### config.mk
export PLATFORM = sky130hd
export DESIGN_NAME = periodic_timer_bank
export DESIGN_NICKNAME = d
export VERILOG_FILES = /design/src/rtl/core/ptb_pkg.sv /design/src/rtl/core/ptb_store.sv /design/src/rtl/core/ptb_unit.sv /design/src/rtl/core/periodic_timer_bank.sv
export VERILOG_INCLUDE_DIRS = /design/src /design/src/rtl/core
export SDC_FILE = /design/constraint.sdc
export NUM_CORES = 2
export LEC_CHECK = 0
export ABC_AREA = 1
export ABC_CLOCK_PERIOD_IN_PS = 4900
export BUFFER_PORTS_ARGS = -buffer_cell sky130_fd_sc_hd__buf_4
export CELL_PAD_IN_SITES_DETAIL_PLACEMENT = 0
export CELL_PAD_IN_SITES_GLOBAL_PLACEMENT = 1
export CORE_MARGIN = 1
export CORE_UTILIZATION = 45
export CTS_BUF_LIST = sky130_fd_sc_hd__clkbuf_4 sky130_fd_sc_hd__clkbuf_8
export DETAILED_ROUTE_END_ITERATION = 7
export PLACE_DENSITY = 0.72
export RECOVER_POWER = 50
export SETUP_SLACK_MARGIN = 0.2
export SLEW_MARGIN = 25
export SYNTH_ARGS = -nofsm -noshare
export SYNTH_HDL_FRONTEND = slang
export SYNTH_SLANG_ARGS = --single-unit
### constraint.sdc
create_clock -name aclk -period 4.9 [get_ports aclk]
set_clock_uncertainty 0.05 [all_clocks]
set_input_delay 0.245 -clock aclk [delete_from_list [all_inputs] [get_ports aclk]]
set_output_delay 0.245 -clock aclk [all_outputs]
set_load 0.005 [all_outputs]
### src/rtl/core/periodic_timer_bank_defines.svh
// Assertion macros for the periodic timer bank.
`ifndef PERIODIC_TIMER_BANK_DEFINES_SVH
`define PERIODIC_TIMER_BANK_DEFINES_SVH

`ifndef NO_ASSERTIONS

// Same-cycle implication, checked outside reset.
`define PTB_ASSERT_IMP(label, clk, rstn, ante, cons) \
    label: assert property (@(posedge clk) disable iff (!(rstn)) (ante) |-> (cons)) \
        else $error("periodic_timer_bank: same-cycle check failed");

// Next-cycle implication, checked outside reset.
`define PTB_ASSERT_NXT(label, clk, rstn, ante, cons) \
    label: assert property (@(posedge clk) disable iff (!(rstn)) (ante) |=> (cons)) \
        else $error("periodic_timer_bank: next-cycle check failed");

`else

`define PTB_ASSERT_IMP(label, clk, rstn, ante, cons)
`define PTB_ASSERT_NXT(label, clk, rstn, ante, cons)

`endif

`endif

### src/rtl/core/ptb_pkg.sv
// Shared types and constants for the periodic timer bank.
package ptb_pkg;

    // Bank geometry and field widths
    localparam int NUM_TIMERS = 16;
    localparam int IDX_W      = 4;
    localparam int DATA_W     = 32;
    localparam int KIND_W     = 2;

    localparam logic [DATA_W-1:0] ALL_ONES   = {DATA_W{1'b1}};
    localparam logic [DATA_W-1:0] PERIOD_MIN = DATA_W'(1);
    localparam logic [IDX_W-1:0]  LAST_IDX   = IDX_W'(NUM_TIMERS - 1);

    // Item kinds; the fourth code is ignored
    localparam logic [KIND_W-1:0] KIND_START   = 2'd0;
    localparam logic [KIND_W-1:0] KIND_STOP    = 2'd1;
    localparam logic [KIND_W-1:0] KIND_ADVANCE = 2'd2;

    // Sequencer states
    typedef enum logic [1:0] {
        ST_IDLE,
        ST_SCAN,
        ST_SUM
    } ptb_state_t;

    // Commands from the sequencer to the timer store
    typedef struct packed {
        logic              start;
        logic              stop;
        logic              upd;
        logic [IDX_W-1:0]  wr_idx;
        logic [IDX_W-1:0]  rd_idx;
        logic [DATA_W-1:0] period;
        logic [DATA_W-1:0] rem;
    } ptb_store_cmd_t;

endpackage

### src/rtl/core/ptb_store.sv
// Timer store: period and remaining-count memories plus running flags.
module ptb_store import ptb_pkg::*; (
    input  logic                  aclk,
    input  logic                  aresetn,
    input  ptb_store_cmd_t        cmd,
    output logic [NUM_TIMERS-1:0] run,
    output logic [DATA_W-1:0]     rd_rem,
    output logic [DATA_W-1:0]     rd_period
);

    logic [DATA_W-1:0]     period_mem [NUM_TIMERS];
    logic [DATA_W-1:0]     rem_mem    [NUM_TIMERS];
    logic [NUM_TIMERS-1:0] run_reg;
    logic [DATA_W-1:0]     rd_rem_reg;
    logic [DATA_W-1:0]     rd_period_reg;

    // Running flags: set by start, cleared by stop
    always_ff @(posedge aclk) begin
        if (!aresetn) begin
            run_reg <= '0;
        end else if (cmd.start) begin
            run_reg[cmd.wr_idx] <= 1'b1;
        end else if (cmd.stop) begin
            run_reg[cmd.wr_idx] <= 1'b0;
        end
    end

    // Write the memories; a timer's entries are only used while it runs
    always_ff @(posedge aclk) begin
        if (cmd.start) begin
            period_mem[cmd.wr_idx] <= cmd.period;
        end
        if (cmd.start || cmd.upd) begin
            rem_mem[cmd.wr_idx] <= cmd.rem;
        end
    end

    // Registered read at the scan address
    always_ff @(posedge aclk) begin
        rd_rem_reg    <= rem_mem[cmd.rd_idx];
        rd_period_reg <= period_mem[cmd.rd_idx];
    end

    assign run       = run_reg;
    assign rd_rem    = rd_rem_reg;
    assign rd_period = rd_period_reg;

endmodule

### src/rtl/core/ptb_unit.sv
// Shared update unit: compare and subtract one timer, fold into the running minimum.
module ptb_unit import ptb_pkg::*; (
    input  logic              running,
    input  logic [DATA_W-1:0] rem,
    input  logic [DATA_W-1:0] period,
    input  logic [DATA_W-1:0] elapsed,
    input  logic [DATA_W-1:0] best,
    output logic              fire,
    output logic [DATA_W-1:0] new_rem,
    output logic [DATA_W-1:0] new_best
);

    logic still_counting;

    // Decrement or expire and reload
    always_comb begin
        still_counting = rem > elapsed;
        fire           = running && !still_counting;
        new_rem        = still_counting ? (rem - elapsed) : period;
    end

    // Track the smallest remaining count over running timers
    always_comb begin
        if (running && (new_rem < best)) begin
            new_best = new_rem;
        end else begin
            new_best = best;
        end
    end

endmodule

### src/rtl/core/periodic_timer_bank.sv
// Periodic timer bank: sequencer, output register and assertions.
//
// Input channel (s_*): one word per item. kind selects start, stop or
// advance; timer_index addresses start and stop, period is the reload value
// of a start (0 loads as 1), elapsed is the tick count of an advance.
// Start and stop take effect at acceptance, give no result, and the bank is
// ready again in the next cycle. An advance walks the timers one per cycle
// through a single compare/subtract unit: each expired timer produces a word
// with m_is_expiry set, in ascending index order, and a final summary word
// (m_last set) carries the smallest remaining count, or all ones if no timer
// runs. After acceptance an advance occupies the bank through the walk
// (ST_SCAN) and the summary (ST_SUM), and takes no new item until back in
// ST_IDLE; the walk goes through the store's single read port.
// Results pass through one output register: the bank takes the next item
// while the summary still waits there. If the receiver stalls while a timer
// fires, the walk holds on that timer until the register frees.
// Reset (synchronous, active low) stops all timers and empties the output.
`include "periodic_timer_bank_defines.svh"

module periodic_timer_bank import ptb_pkg::*; (
    input  logic              aclk,
    input  logic              aresetn,
    input  logic              s_valid,
    output logic              s_ready,
    input  logic [KIND_W-1:0] s_kind,
    input  logic [IDX_W-1:0]  s_timer_index,
    input  logic [DATA_W-1:0] s_period,
    input  logic [DATA_W-1:0] s_elapsed,
    output logic              m_valid,
    input  logic              m_ready,
    output logic              m_is_expiry,
    output logic [IDX_W-1:0]  m_fired_index,
    output logic [DATA_W-1:0] m_next_timeout,
    output logic              m_last
);

    ptb_state_t        state_reg, state_next;
    logic [IDX_W-1:0]  scan_idx_reg, scan_idx_next;
    logic [DATA_W-1:0] elapsed_reg, elapsed_next;
    logic [DATA_W-1:0] best_reg, best_next;

    logic              m_valid_reg;
    logic              m_is_expiry_reg, m_is_expiry_next;
    logic [IDX_W-1:0]  m_fired_index_reg, m_fired_index_next;
    logic [DATA_W-1:0] m_next_timeout_reg, m_next_timeout_next;
    logic              m_last_reg, m_last_next;

    ptb_store_cmd_t        cmd;
    logic [NUM_TIMERS-1:0] run;
    logic [DATA_W-1:0]     rd_rem;
    logic [DATA_W-1:0]     rd_period;
    logic                  cur_run;
    logic                  fire;
    logic [DATA_W-1:0]     new_rem;
    logic [DATA_W-1:0]     new_best;

    logic s_accept;
    logic out_full;
    logic out_load;
    logic scan_stall;

    ptb_store u_store (
        .aclk      (aclk),
        .aresetn   (aresetn),
        .cmd       (cmd),
        .run       (run),
        .rd_rem    (rd_rem),
        .rd_period (rd_period)
    );

    assign cur_run = run[scan_idx_reg];

    ptb_unit u_unit (
        .running  (cur_run),
        .rem      (rd_rem),
        .period   (rd_period),
        .elapsed  (elapsed_reg),
        .best     (best_reg),
        .fire     (fire),
        .new_rem  (new_rem),
        .new_best (new_best)
    );

    assign s_ready  = (state_reg == ST_IDLE);
    assign s_accept = s_valid && s_ready;
    assign out_full = m_valid_reg && !m_ready;

    // Sequencer: next state, store commands and output word
    always_comb begin
        state_next          = state_reg;
        scan_idx_next       = scan_idx_reg;
        elapsed_next        = elapsed_reg;
        best_next           = best_reg;
        out_load            = 1'b0;
        scan_stall          = 1'b0;
        m_is_expiry_next    = 1'b0;
        m_fired_index_next  = '0;
        m_next_timeout_next = '0;
        m_last_next         = 1'b0;

        cmd.start  = 1'b0;
        cmd.stop   = 1'b0;
        cmd.upd    = 1'b0;
        cmd.wr_idx = s_timer_index;
        cmd.rd_idx = '0;
        cmd.period = (s_period != '0) ? s_period : PERIOD_MIN;
        cmd.rem    = (s_period != '0) ? s_period : PERIOD_MIN;

        unique case (state_reg)
            ST_IDLE: begin
                // Every 4-bit index lies inside the bank, so no range check
                if (s_accept) begin
                    priority if (s_kind == KIND_START) begin
                        cmd.start = !run[s_timer_index];
                    end else if (s_kind == KIND_STOP) begin
                        cmd.stop = 1'b1;
                    end else if (s_kind == KIND_ADVANCE) begin
                        elapsed_next  = s_elapsed;
                        best_next     = ALL_ONES;
                        scan_idx_next = '0;
                        state_next    = ST_SCAN;
                    end else begin
                        state_next = ST_IDLE;
                    end
                end
            end

            ST_SCAN: begin
                // Hold on a firing timer while the output word is still owned
                scan_stall = fire && out_full;
                cmd.wr_idx = scan_idx_reg;
                cmd.rem    = new_rem;
                if (scan_stall) begin
                    cmd.rd_idx = scan_idx_reg;
                end else begin
                    cmd.rd_idx = scan_idx_reg + IDX_W'(1);
                    cmd.upd    = cur_run;
                    best_next  = new_best;
                    if (fire) begin
                        out_load           = 1'b1;
                        m_is_expiry_next   = 1'b1;
                        m_fired_index_next = scan_idx_reg;
                    end
                    if (scan_idx_reg == LAST_IDX) begin
                        state_next = ST_SUM;
                    end else begin
                        scan_idx_next = scan_idx_reg + IDX_W'(1);
                    end
                end
            end

            ST_SUM: begin
                // Emit the summary word once the output register frees
                if (!out_full) begin
                    out_load            = 1'b1;
                    m_next_timeout_next = best_reg;
                    m_last_next         = 1'b1;
                    state_next          = ST_IDLE;
                end
            end

            default: begin
                state_next = ST_IDLE;
            end
        endcase
    end

    // Control registers
    always_ff @(posedge aclk) begin
        if (!aresetn) begin
            state_reg   <= ST_IDLE;
            m_valid_reg <= 1'b0;
        end else begin
            state_reg <= state_next;
            if (out_load) begin
                m_valid_reg <= 1'b1;
            end else if (m_ready) begin
                m_valid_reg <= 1'b0;
            end
        end
    end

    // Datapath registers
    always_ff @(posedge aclk) begin
        scan_idx_reg <= scan_idx_next;
        elapsed_reg  <= elapsed_next;
        best_reg     <= best_next;
        if (out_load) begin
            m_is_expiry_reg    <= m_is_expiry_next;
            m_fired_index_reg  <= m_fired_index_next;
            m_next_timeout_reg <= m_next_timeout_next;
            m_last_reg         <= m_last_next;
        end
    end

    assign m_valid        = m_valid_reg;
    assign m_is_expiry    = m_is_expiry_reg;
    assign m_fired_index  = m_fired_index_reg;
    assign m_next_timeout = m_next_timeout_reg;
    assign m_last         = m_last_reg;

    // A stalled scan keeps its place
    `PTB_ASSERT_NXT(a_stall_holds, aclk, aresetn, scan_stall, (state_reg == ST_SCAN) && $stable(scan_idx_reg))
    // An accepted advance starts its walk at the first timer
    `PTB_ASSERT_NXT(a_advance_starts, aclk, aresetn, s_accept && (s_kind == KIND_ADVANCE), (state_reg == ST_SCAN) && (scan_idx_reg == '0))
    // The summary word never reports an expiry
    `PTB_ASSERT_IMP(a_summary_form, aclk, aresetn, m_valid_reg && m_last_reg, !m_is_expiry_reg && (m_fired_index_reg == '0))

endmodule

==> impl_metrics.yaml <==
power:
  internal_power_mw: 20.7
  irDropWorstVdd_mv: 0.377
  power_frac_clock_pct: 28.0
  switching_share_pct: 34.4
  p_seq_share_pct: 41.1
  power_switching_mw: 10.9
  p_leak_nw: 19.7
  pwr-share-comb_pct: 30.8
  pwr_density_cell_mw_per_mm2: 539
critical_path:
  worst_setup_path_end_kind: "flop"
  path_max_fanout: 13
  max_stage_delay_ns: 0.40
  timing.rr.end: "best_reg[10]"
  setup.worst_path.class: "reg -> reg"
  path_cells: "inv_1 -> ha_1 -> nand2_2 -> nor2_1 -> nand3_1 -> nor2_1 -> nand2_1 -> nand2_1 -> nand2_4 -> clkinvlp_4 -> clkbuf_1 -> clkbuf_16 -> nor2_1 -> a31oi_1 -> ha_1 -> a21oi_1 -> o21ai_1 -> a2111oi_2 -> nand2_1 -> a21oi_4 -> buf_12 -> clkbuf_16"
  reg2reg_from: "elapsed_reg[29]"
  cp.arrival_ns: 5.05
  r2r_slack_ns: 0.37
  required_ns: 5.42
  crit_slowest_cell: "ha_1"
  start_kind: "flop"
  reg2regPathDepth: 22
finish:
  drive_above_1_share_pct: 14.0
  area_growth_pct: 15.0
  layout_commonest_cell: "edfxtp_1"
  layout_common_cells: "edfxtp_1, o211ai_1, nand3_1, or2_0, inv_1"
  nets: 4371
  multi_input_area_mm2: 0.0132
  nFillCells: 9280
  reg_top3: "u_store.period_mem (512), u_store.rem_mem (512)"
  post-route-util_pct: 52.6
  ff_latch_area_mm2: 0.0356
placement:
  io_buffers: 113
  gp_congestion: 0.852
  dpl.hpwl_um: 78000
  place_ws_ns: 0.128
logic_synthesis:
  ys_async_sr_fraction_pct: 0
  syn_area_per_cell_um2: 12.7
  ys_types: 49
  ys_warn_count: 0
  synth-edff-count: 1130
  ys_ff_latch: 1213
  syn-num-nets: 4135
  ys.flop_type: "edfxtp_1"
  synthesis.area_mm2: 0.0508
  ys_seq_area_share_pct: 70.0
  synth_cells: 3993
routing:
  wirelength_um: 142000
  wl_met1_um: 62500
  vias_per_cell: 5.59
  dr.pass1.iters: 6
  post_drt_wl_per_cell_um: 24.1
  drt_iter0_drc: 3307
  drtAntennaViolNets: 0
  detailroute.via_count: 32900
  drc: 0
  wl_met2_um: 67200
  dr_wl_met3_um: 9900
  top_layer_used: "met5"
sta:
  post-route-period-util_pct: 92.4
  rsz0062_at_grt: "false"
  final-setup-viol-count: 0
  setup_ws_ns: 0.373
  finalHoldViolCount: 0
  timing.slew.headroom_pct: -39.8
  setup_tns_ns: 0
  tightest_slew_ns: 2.10
  fin_crit_ns: 4.53
  drv_slew: 205
  max_freq_ghz: 0.221
clock_network:
  htree_num_levels: 4
  clock_sinks: 1213
  cts_max_path_buffers: 3
  ctsRootBufferMaster: "clkbuf_8"
  clk_pin_slew_ns: 0.06
  clkLatencyLatePin_ns: 0.88
  tritoncts: "built"
  cts_buffers: 193
floorplan:
  die_h_um: 338
  std_cell_rows: 122
  initial_core_util_pct: 45.7
  core_mm2: 0.111
  ioPinCount: 114
  dieArea_mm2: 0.114
  die_w_um: 338
hold_path:
  hold_depth: 7
  hold_start: "s_kind[0]"
  hp-class: "in -> reg"
grt:
  grt_pass1_vias: 31600
  grt_usage_pct: 24.4
  antenna_found_initial: 8
  grt_overflow: 0
  grt_max_degree: 150
  grt_pass1_wl_um: 207000
flow_run:
  maxCapViolCount: 7
status:
  status: "finished, violations left"
  violations: "max-capacitance violations, max-slew violations"
critical path: cells and delay by family, from the launching register on:
kind                     cells  cell delay (ns)
AND/OR/NAND/NOR              9             1.25
AO/OA/AOI/OAI                5             1.01
buffers and inverters        6             0.90
adder cells (fa/ha/maj)      2             0.69
flip-flops                   1             0.32
cell type report:
cell class              count  area share [%]
diodes                      3          0.0128
clock buffers             308            6.21
clock inverters            52           0.620
inverters                 292            1.93
multi-input cells        2221            22.6
flip-flops and latches   1213            60.9
well taps                1488            3.18
repair buffers            308            4.55
worst max path at each step:
stage	from	end	slack (ns)
after global routing	elapsed_reg[21]	best_reg[10]	0.1
after floorplan	u_store.rd_rem[0]	best_reg[0]	0.22
after global placement	elapsed_reg[2]	best_reg[31]	0.08
final	elapsed_reg[29]	best_reg[10]	0.37
after CTS	elapsed_reg[2]	best_reg[20]	0.21
after detailed placement	elapsed_reg[2]	best_reg[24]	0.13
timing repair:
item / 4_1_cts / 5_1_grt
pin swaps: 0 / 7
hold endpoints to repair: 680 / 16
endpoints found under the setup margin: 32 / 46
hold buffers: 80 / 1
gates resized for setup: 4 / 32
setup buffers: 0 / 6
cloned: 0 / 4
through the flow:
stage	total power [mW]	instance area (um^2)	hold slack [ns]	cells
final	31.5	58500	0.143	5885
after global routing	33.1	58500	0.130	5885
after CTS	31.4	58500	0.0102	5871
after detailed placement	22.5	53700	0.376	5431
after global placement	22.4	53700	0.377	5431
after floorplan	19.0	50900	0.294	3993
logic make-up after synthesis:
| kind of cell | share of synthesized area (%) |
|---|---|
| AO/OA/AOI/OAI | 10.6 |
| XOR/XNOR | 0.500 |
| adder cells (fa/ha/maj) | 1.69 |
| buffers and inverters | 4.58 |
| flip-flops | 70.0 |
| AND/OR/NAND/NOR | 12.6 |
layer usage:
layer  global-route usage (%)  vias to the layer above
li1                         -                    15100
met1                     35.1                    16400
met2                     38.9                     1228
met3                     3.62                      165
met4                     5.98                        6
met5                        0                        -
cells in the mapped netlist, types with 34 or more instances:
master	count	area (um^2)
ha_1	67	838
clkbuf_1	100	375
or2_2	40	250
nand3_1	346	1730
nand2_1	254	953
or2_1	34	213
buf_2	112	561
o211ai_1	452	3390
edfxtp_1	1130	33900
o21ai_0	181	906
dfxtp_1	83	1660
nor2_1	265	995
o21ai_1	87	435
inv_1	283	1060
or2_0	318	1990
a21oi_1	70	350
power by group through the flow:
stage                     sequential (mW)  combinational, mW  clock [mW]
after floorplan                      13.0               5.99           0
after global placement               13.2               9.27           0
after detailed placement             13.2               9.33           0
after CTS                            13.0               9.45        8.99
after global routing                 13.0               10.7        9.40
final                                13.0               9.72        8.84
Note: power is estimated with default switching activity, not from simulation.
